$ cat src/hw/rtl/bb3_pkg.sv
// Shared types, constants and the reciprocal table for the 3x3 RGB box blur.
package bb3_pkg;

  localparam int CFG_W      = 12;
  localparam int CFG_IDX_W  = 1;
  localparam int HEIGHT_W   = 12;
  localparam int ROW_W      = 13;  // input row runs to height + 1 while draining
  localparam int CH_W       = 8;
  localparam int PIX_W      = 3 * CH_W;
  localparam int SUM_W      = 12;  // 9 * 255 fits
  localparam int CNT_W      = 4;
  localparam int NUM_W      = 13;  // 2 * sum + count
  localparam int RECIP_W    = 17;
  localparam int RECIP_SHIFT = 17;
  localparam int PROD_W     = NUM_W + RECIP_W;

  localparam logic [CFG_IDX_W-1:0] REG_WIDTH  = 1'd0;
  localparam logic [CFG_IDX_W-1:0] REG_HEIGHT = 1'd1;

  localparam logic [CFG_W-1:0] WIDTH_RESET  = 12'd640;
  localparam logic [CFG_W-1:0] HEIGHT_RESET = 12'd480;

  localparam logic OP_PIXEL = 1'b0;
  localparam logic OP_FLUSH = 1'b1;

  typedef struct packed {
    logic            opcode;
    logic [CH_W-1:0] red;
    logic [CH_W-1:0] green;
    logic [CH_W-1:0] blue;
  } pix_in_t;

  typedef struct packed {
    logic [CH_W-1:0] red_out;
    logic [CH_W-1:0] green_out;
    logic [CH_W-1:0] blue_out;
    logic            frame_end;
  } pix_out_t;

  // controller -> datapath
  typedef struct packed {
    logic accept;  // request taken, launch line-store read
    logic shift;   // shift window, update line stores and input position
    logic sum;     // form neighborhood sums, advance output position
    logic load;    // divide and load the output register
  } ctrl_cmd_t;

  // datapath -> controller
  typedef struct packed {
    logic skip;      // flush before the frame is complete: no effect
    logic emit;      // this request produces a result
    logic out_free;  // output register can take a result this cycle
  } ctrl_sts_t;

  // ceil(2^17 / (2 * count)); exact for numerators below 4600
  function automatic logic [RECIP_W-1:0] recip(input logic [CNT_W-1:0] count);
    logic [RECIP_W-1:0] r;
    case (count)
      4'd1:    r = 17'd65536;
      4'd2:    r = 17'd32768;
      4'd3:    r = 17'd21846;
      4'd4:    r = 17'd16384;
      4'd6:    r = 17'd10923;
      4'd9:    r = 17'd7282;
      default: r = 17'd0;
    endcase
    return r;
  endfunction

endpackage

$ cat src/hw/rtl/bb3_ctrl.sv
// Sequencer for the box blur: accept, shift, sum, divide/load.
module bb3_ctrl (
  input  logic               clk,
  input  logic               rst,
  input  logic               in_valid,
  output logic               in_ready,
  input  bb3_pkg::ctrl_sts_t sts,
  output bb3_pkg::ctrl_cmd_t cmd
);
  import bb3_pkg::*;

  localparam logic [1:0] S_IDLE  = 2'd0;
  localparam logic [1:0] S_SHIFT = 2'd1;
  localparam logic [1:0] S_SUM   = 2'd2;
  localparam logic [1:0] S_DIV   = 2'd3;

  logic [1:0] state;
  logic [1:0] state_next;

  assign in_ready   = state == S_IDLE;
  assign cmd.accept = in_valid && in_ready;
  assign cmd.shift  = (state == S_SHIFT) && !sts.skip;
  assign cmd.sum    = state == S_SUM;
  assign cmd.load   = (state == S_DIV) && sts.out_free;

  always_comb begin
    state_next = state;
    case (state)
      S_IDLE: begin
        if (cmd.accept) state_next = S_SHIFT;
      end
      S_SHIFT: begin
        if (!sts.skip && sts.emit) state_next = S_SUM;
        else state_next = S_IDLE;
      end
      S_SUM: begin
        state_next = S_DIV;
      end
      S_DIV: begin
        if (sts.out_free) state_next = S_IDLE;
      end
      default: begin
        state_next = S_IDLE;
      end
    endcase
  end

  always_ff @(posedge clk) begin
    if (rst) begin
      state <= S_IDLE;
    end else begin
      state <= state_next;
    end
  end

endmodule

$ cat config.mk
export PLATFORM = sky130hd
export DESIGN_NAME = bb3_ctrl
export DESIGN_NICKNAME = d
export VERILOG_FILES = /design/src/hw/rtl/bb3_pkg.sv /design/src/hw/rtl/bb3_ctrl.sv
export SDC_FILE = /design/constraint.sdc
export NUM_CORES = 1
export LEC_CHECK = 0
export ABC_AREA = 1
export BUFFER_PORTS_ARGS = -buffer_cell sky130_fd_sc_hd__buf_2
export CELL_PAD_IN_SITES_DETAIL_PLACEMENT = 1
export CELL_PAD_IN_SITES_GLOBAL_PLACEMENT = 1
export CORE_AREA = 3 3 40 42
export DETAILED_ROUTE_END_ITERATION = 7
export DIE_AREA = 0 0 43 45
export GPL_ROUTABILITY_DRIVEN = 1
export PLACE_DENSITY_LB_ADDON = 0.08
export SYNTH_ARGS = -nofsm -noshare
export SYNTH_HDL_FRONTEND = slang
export SYNTH_SLANG_ARGS = --single-unit
$ cat constraint.sdc
create_clock -name clk -period 1.58 [get_ports clk]
set_input_delay 0.079 -clock clk [delete_from_list [all_inputs] [get_ports clk]]
set_output_delay 0.079 -clock clk [all_outputs]
set_load 0.02 [all_outputs]
# == Word level (Yosys, flattened, before mapping) ==
# Cells that the tools add are included.
# word_totals
regBits,2
latch_bits,0
ram_bits,0
rom_bits,0
inputBits,6
output_inout_bits,5
mem_count,0
# classes
n_addsub,0
n_mul,0
div_mod_pow,0
order_cmp,0
n_eq_ne,5
n_shift,0
mux,4
bitwise,0
n_reduce_logical,7
# ops
cell,count
$pmux 2 s4,1
$mux 2,3
$eq 2x2->1 const B,2
$logic_and 1x1->1,4
$eq 2x1->1 const B,1
$logic_not 2->1,1
$ne 2x1->1 const B,1
$ne 2x2->1 const B,1
$reduce_and 2->1,1
$logic_not 1->1,1

# == Depth between registers and ports, before layout ==
# Gate-level depths: netlist (run 1).
# depth
ltp_word,4
mapped_depth,4
ltp_nobuf,4

# == Worst setup path after synthesis (run 1) ==
# Ideal clock, no wire load.
# synth_path
path_kind,register to output
startpoint,register state[0]
endpoint,output cmd[2] in the netlist's numbering
arrival_ns,0.887
t_required_ns,1.501
slack_ns,0.614
path_stages_with_launch,3
cell_sequence,dfxtp_1 inv_2 nor3_1
# synth_lines
item,line_no,text
start: declaration,bb3_ctrl.sv:17,logic [1:0] state;
start signal: assignment,bb3_ctrl.sv:52,state <= state_next;
end: declaration,bb3_ctrl.sv:8,output bb3_pkg::ctrl_cmd_t cmd

==> impl_metrics.py, run 1 <==
metrics = {
    "outcome": {
        "outcome": "finished clean",
    },
    "setup_path": {
        "critPathLaunchType": "flop",
        "cp_num_buf_inv": 2,
        "cp_max_fo": 5,
        "worst-path-stages": 3,
        "endpoint": "cmd[2]",
        "slowest_stage": "dfxtp_1",
        "worstPathCellList": "inv_2 > nor3_1 > buf_2",
        "cp-startpoint": "state[0]",
        "crit_family": "flip-flops",
        "crit_path_end_kind": "primary output",
        "timing_worst_setup_path_type": "flop to primary output",
        "r2r-start": "state[0]",
        "r2r_end": "state[0]",
        "critPathRequiredTime_ns": 1.50,
        "r2r_slack_ns": 0.80,
        "rr_worst_depth": 3,
        "slowest_delay_ns": 0.40,
        "crit_arrival_ns": 0.99,
    },
    "detailed_routing": {
        "vias": 152,
        "drc": 0,
        "postRouteAntennaNets": 0,
        "drtIter0Drc": 0,
        "wl_per_cell_um": 8.11,
        "first_pass_iters": 1,
        "viasPerCell": 3.30,
        "postRouteWirelength_um": 373,
    },
    "cts": {
        "htree_levels": 1,
        "ctsLongestPathBuffers": 2,
        "cts.sinks": 2,
        "cts-resized-gates": 0,
        "clk_latency_ns": 0.22,
        "clk_pin_slew_ns": 0.03,
        "ctsHoldBuffers": 0,
        "post_cts_buffers": 0,
        "cts-root-buf": "clkbuf_4",
        "cts_inserted_buffers": 3,
        "cts_tree": "built",
    },
    "sta": {
        "maxSlewViolCount": 0,
        "rsz0062_at_grt": "no",
        "final.setup.tns_ns": 0,
        "layout_setup_ws_ns": 0.512,
        "period_share": 0.676,
        "max_freq_mhz": 936,
        "hold_violations": 0,
        "relSlewSlack": 0.859,
        "tightest_slew_ns": 0.211,
        "fin_crit_ns": 1.07,
        "clock_skew_ns": 0.00233,
        "hold-worst-slack_ns": 0.0322,
        "setup_viol_count_final": 0,
    },
    "placement": {
        "place_ws_ns": 0.721,
        "dpl_cell_area_um2": 183,
        "port_buffers": 10,
        "post-place-cells": 43,
        "place_congestion": 0.627,
    },
    "global_route": {
        "grt.total_usage": 0.0449,
        "grt_max_degree": 7,
        "grt_overflow": 0,
        "grt_pass1_wl_um": 648,
        "first_global_vias": 159,
        "antenna_found_initial": 0,
    },
    "power_and_ir_drop": {
        "leakage_nw": 0.104,
        "ir_drop_v": 0.000201,
        "p_int_mw": 0.151,
        "clock_power_share": 0.548,
        "swShare": 0.249,
        "pwr-share-seq": 0.286,
        "power_mw": 0.201,
        "p_switching_mw": 0.0499,
        "p_comb_frac": 0.166,
        "p_per_area_nw_per_um2": 980,
    },
    "floorplan": {
        "die_area_um2": 1940,
        "rows": 13,
        "core_um2": 1280,
        "chipWidth_um": 43,
        "ioPinCount": 11,
        "dieHeight_um": 45,
        "initial_core_util": 0.0886,
    },
    "layout": {
        "final_util": 0.160,
        "n_antenna_cell": 0,
        "drive_gt1_frac": 0.516,
        "num-nets-final": 39,
        "mostFrequentLayoutCells": "buf_2, nor2_1, nand2_1, clkbuf_4",
        "area_growth_pct": 80.2,
        "instances_no_fill": 46,
        "design_area_um2": 205,
        "layout.cells.most_common": "buf_2",
        "num-fill-cells": 171,
    },
    "logic_synthesis": {
        "synth_top_area_cell": "dfxtp_1",
        "syn_area_um2": 114,
        "ys_seq_area_frac": 0.352,
        "synth_cell_types": 10,
        "synth.avg_cell_area_um2": 6.33,
        "syn_nets": 24,
        "netlist.area_leader.share": 0.352,
        "synthTopCellsByArea": "dfxtp_1, nand2_1, nor2_1",
        "synth_seq_cells": 2,
        "yosysWarnings": 0,
        "syn_inst": 18,
    },
    "min_path": {
        "hp-class": "input port to flop",
        "hold_start": "rst",
    },
    "job": {
        "max_cap_violations": 0,
    },
}
## cell type report
| type | count | area, µm² | area share |
|---|---|---|---|
| clock buffer | 3 | 22.5 | 0.110 |
| inverter | 3 | 11.3 | 0.0549 |
| multi-input combinational | 13 | 62.6 | 0.305 |
| timing repair buffer | 10 | 50.0 | 0.244 |
| sequential | 2 | 40.0 | 0.195 |
| tap | 15 | 18.8 | 0.0915 |
## power by group through the flow
stage	clock [mW]	sequential, mW	combinational (mW)
final	0.110	0.0575	0.0333
after global routing	0.125	0.0587	0.0376
after CTS	0.120	0.0578	0.0344
after detailed placement	0	0.0584	0.0342
after global placement	0	0.0585	0.0338
after floorplan	0	0.0571	0.0197
## how the worst min path moves through the flow
stage | slack (ns) | cells past startpoint | endpoint
floorplan | 0.14 | 1 | flop
global placement | 0.26 | 2 | flop
detailed placement | 0.26 | 2 | flop
CTS | 0.02 | 2 | flop
global route | 0.03 | 2 | flop
finish | 0.03 | 2 | flop
## Yosys cell counts
master / number
nor3_1: 1
nor2_2: 1
inv_1: 2
dfxtp_1: 2
a21oi_2: 1
inv_2: 1
nand2_1: 4
nor2_1: 4
a21oi_1: 1
nor3b_1: 1
## cell families after synthesis
kind of cell,share of synthesized area
flops,0.352
buf+inv,0.0989
simple gates,0.429
compound gates,0.121
## layer usage
| layer | up-vias | part of all wire | global-route usage |
|---|---|---|---|
| met3 | 0 | 0.094 | 0.0279 |
| li1 | 82 | - | - |
| met1 | 64 | 0.43 | 0.0504 |
| met5 | - | 0 | 0 |
| met2 | 6 | 0.47 | 0.0689 |
| met4 | 0 | 0 | 0.0181 |
## worst reg2reg max path: stages, from the launching register on
cell,delay (ns)
dfxtp_1,0.40
nand2_1,0.09
nand2_1,0.10
a21oi_1,0.07
Note: power is estimated with default switching activity, not from simulation.
==> run 2: changes to the inputs <==
==> constraint.sdc (replaced) <==
create_clock -name clk -period 1 [get_ports clk]
set_input_delay 0.05 -clock clk [delete_from_list [all_inputs] [get_ports clk]]
set_output_delay 0.05 -clock clk [all_outputs]
set_load 0.02 [all_outputs]
==> impl_metrics.py, run 2 (synthesis gave the netlist of run 1 again) <==
metrics = {
    "job": {
        "max_cap_violations": 0,
    },
    "sta": {
        "max_freq_mhz": 1010,
        "tightest_slew_ns": 0.148,
        "period_share": 0.993,
        "fin_crit_ns": 0.993,
        "relSlewSlack": 0.901,
        "rsz0062_at_grt": "yes",
        "hold-worst-slack_ns": 0.0855,
        "maxSlewViolCount": 0,
        "clock_skew_ns": 0.00290,
        "hold_violations": 0,
        "setup_viol_count_final": 0,
    },
    "placement": {
        "place_congestion": 0.593,
        "port_buffers": 10,
        "place_hpwl_um": 320,
        "dpl_cell_area_um2": 183,
    },
    "detailed_routing": {
        "vias": 151,
        "postRouteWirelength_um": 385,
        "drc": 0,
        "postRouteAntennaNets": 0,
        "viasPerCell": 3.21,
        "drtIter0Drc": 0,
        "wl_per_cell_um": 8.19,
        "first_pass_iters": 1,
    },
    "setup_path": {
        "cp-startpoint": "state[0]",
        "r2r_slack_ns": 0.27,
        "critPathRequiredTime_ns": 0.95,
        "crit_path_end_kind": "primary output",
        "slowest_stage": "dfxtp_4",
        "crit_arrival_ns": 0.94,
        "cp_max_fo": 5,
        "slowest_delay_ns": 0.35,
        "timing_worst_setup_path_type": "flop to primary output",
        "rr_worst_depth": 4,
        "cp_num_buf_inv": 1,
        "worstPathCellList": "nor3b_1 > buf_2",
        "crit_family": "flip-flops",
        "r2r-start": "state[0]",
        "critPathLaunchType": "flop",
    },
    "global_route": {
        "first_global_vias": 164,
        "grt.total_usage": 0.0474,
        "antenna_found_initial": 0,
        "grt_overflow": 0,
        "grt_max_degree": 7,
        "grt_pass1_wl_um": 648,
    },
    "floorplan": {
        "chipWidth_um": 43,
        "rows": 13,
        "die_area_um2": 1940,
        "core_um2": 1280,
        "dieHeight_um": 45,
        "ioPinCount": 11,
        "initial_core_util": 0.0886,
    },
    "power_and_ir_drop": {
        "p_int_mw": 0.241,
        "p_per_area_nw_per_um2": 1380,
        "power_mw": 0.324,
        "ir_drop_v": 0.000263,
        "p_switching_mw": 0.0826,
        "clock_power_share": 0.544,
        "pwr-share-seq": 0.275,
        "p_comb_frac": 0.181,
        "leakage_nw": 0.111,
        "swShare": 0.255,
    },
    "cts": {
        "ctsLongestPathBuffers": 2,
        "cts.sinks": 2,
        "clk_pin_slew_ns": 0.03,
        "clk_latency_ns": 0.22,
        "htree_levels": 1,
        "cts-root-buf": "clkbuf_4",
        "cts_inserted_buffers": 3,
        "cts_tree": "built",
    },
    "min_path": {
        "whs_endpoint": "state[0]",
        "hp-class": "input port to flop",
        "hold_start": "in_valid",
        "whs_path_depth": 3,
    },
    "layout": {
        "design_area_um2": 235,
        "layout.cells.most_common": "buf_2",
        "mostFrequentLayoutCells": "buf_2, nor2_1, nand2_1, clkbuf_4, buf_4",
        "num-fill-cells": 165,
        "n_antenna_cell": 0,
        "final_util": 0.183,
        "num-nets-final": 40,
        "area_growth_pct": 107,
        "drive_gt1_frac": 0.594,
    },
    "outcome": {
        "outcome": "finished clean",
    },
}
run 2: area by class of cell:
cell class	count	area [µm²]	area share
Clock buffer	3	22.5	0.0957
Inverter	3	11.3	0.0479
Multi-Input combinational cell	13	67.6	0.287
Sequential cell	2	47.5	0.202
Tap cell	15	18.8	0.0798
Timing Repair Buffer	11	67.6	0.287
run 2: repair_timing:
action / 4_1_cts / 5_1_grt
buffers inserted: 0 / 0
hold buffers: 1 / 0
endpoints found under the setup margin: 4 / 4
resized for setup: 4 / 4
endpoints found under the hold margin: 2 / 0
run 2: per-layer routing:
layer	up-vias	wire length (µm)	GRT usage	part of all wire
met5	-	0	0	0
li1	84	-	-	-
met3	0	37	0.0159	0.096
met4	0	0	0.0542	0
met1	61	152	0.0480	0.39
met2	6	196	0.0719	0.51
run 2: worst max path at each step:
stage / slack [ns] / cells past startpoint / endpoint
3_5_place_dp: 0.14 / 3 / cmd[2]
6_report: 0.007 / 2 / cmd[3]
2_1_floorplan: 0.06 / 2 / cmd[2]
4_1_cts: -0.008 / 2 / cmd[3]
3_3_place_gp: 0.17 / 3 / cmd[2]
5_1_grt: -0.02 / 2 / cmd[3]
run 2: power by group through the flow:
stage	clock network, mW	registers (mW)	logic (mW)
after floorplan	0	0.0903	0.0311
after global placement	0	0.0922	0.0536
after detailed placement	0	0.0927	0.0538
after CTS	0.191	0.0914	0.0582
after global routing	0.201	0.0903	0.0650
final	0.176	0.0889	0.0586
run 2: metrics by stage:
step           instances  setup TNS [ns]  setup WS [ns]
6_report              47               0        0.00692
5_1_grt               47         -0.0649        -0.0240
4_1_cts               47         -0.0107       -0.00783
3_5_place_dp          43               0          0.142
3_3_place_gp          43               0          0.173
2_1_floorplan         18               0         0.0635
run 2: worst min-delay path: stages:
cell,delay [ns]
buf_2,0.10
nand2_1,0.06
a21oi_1,0.06
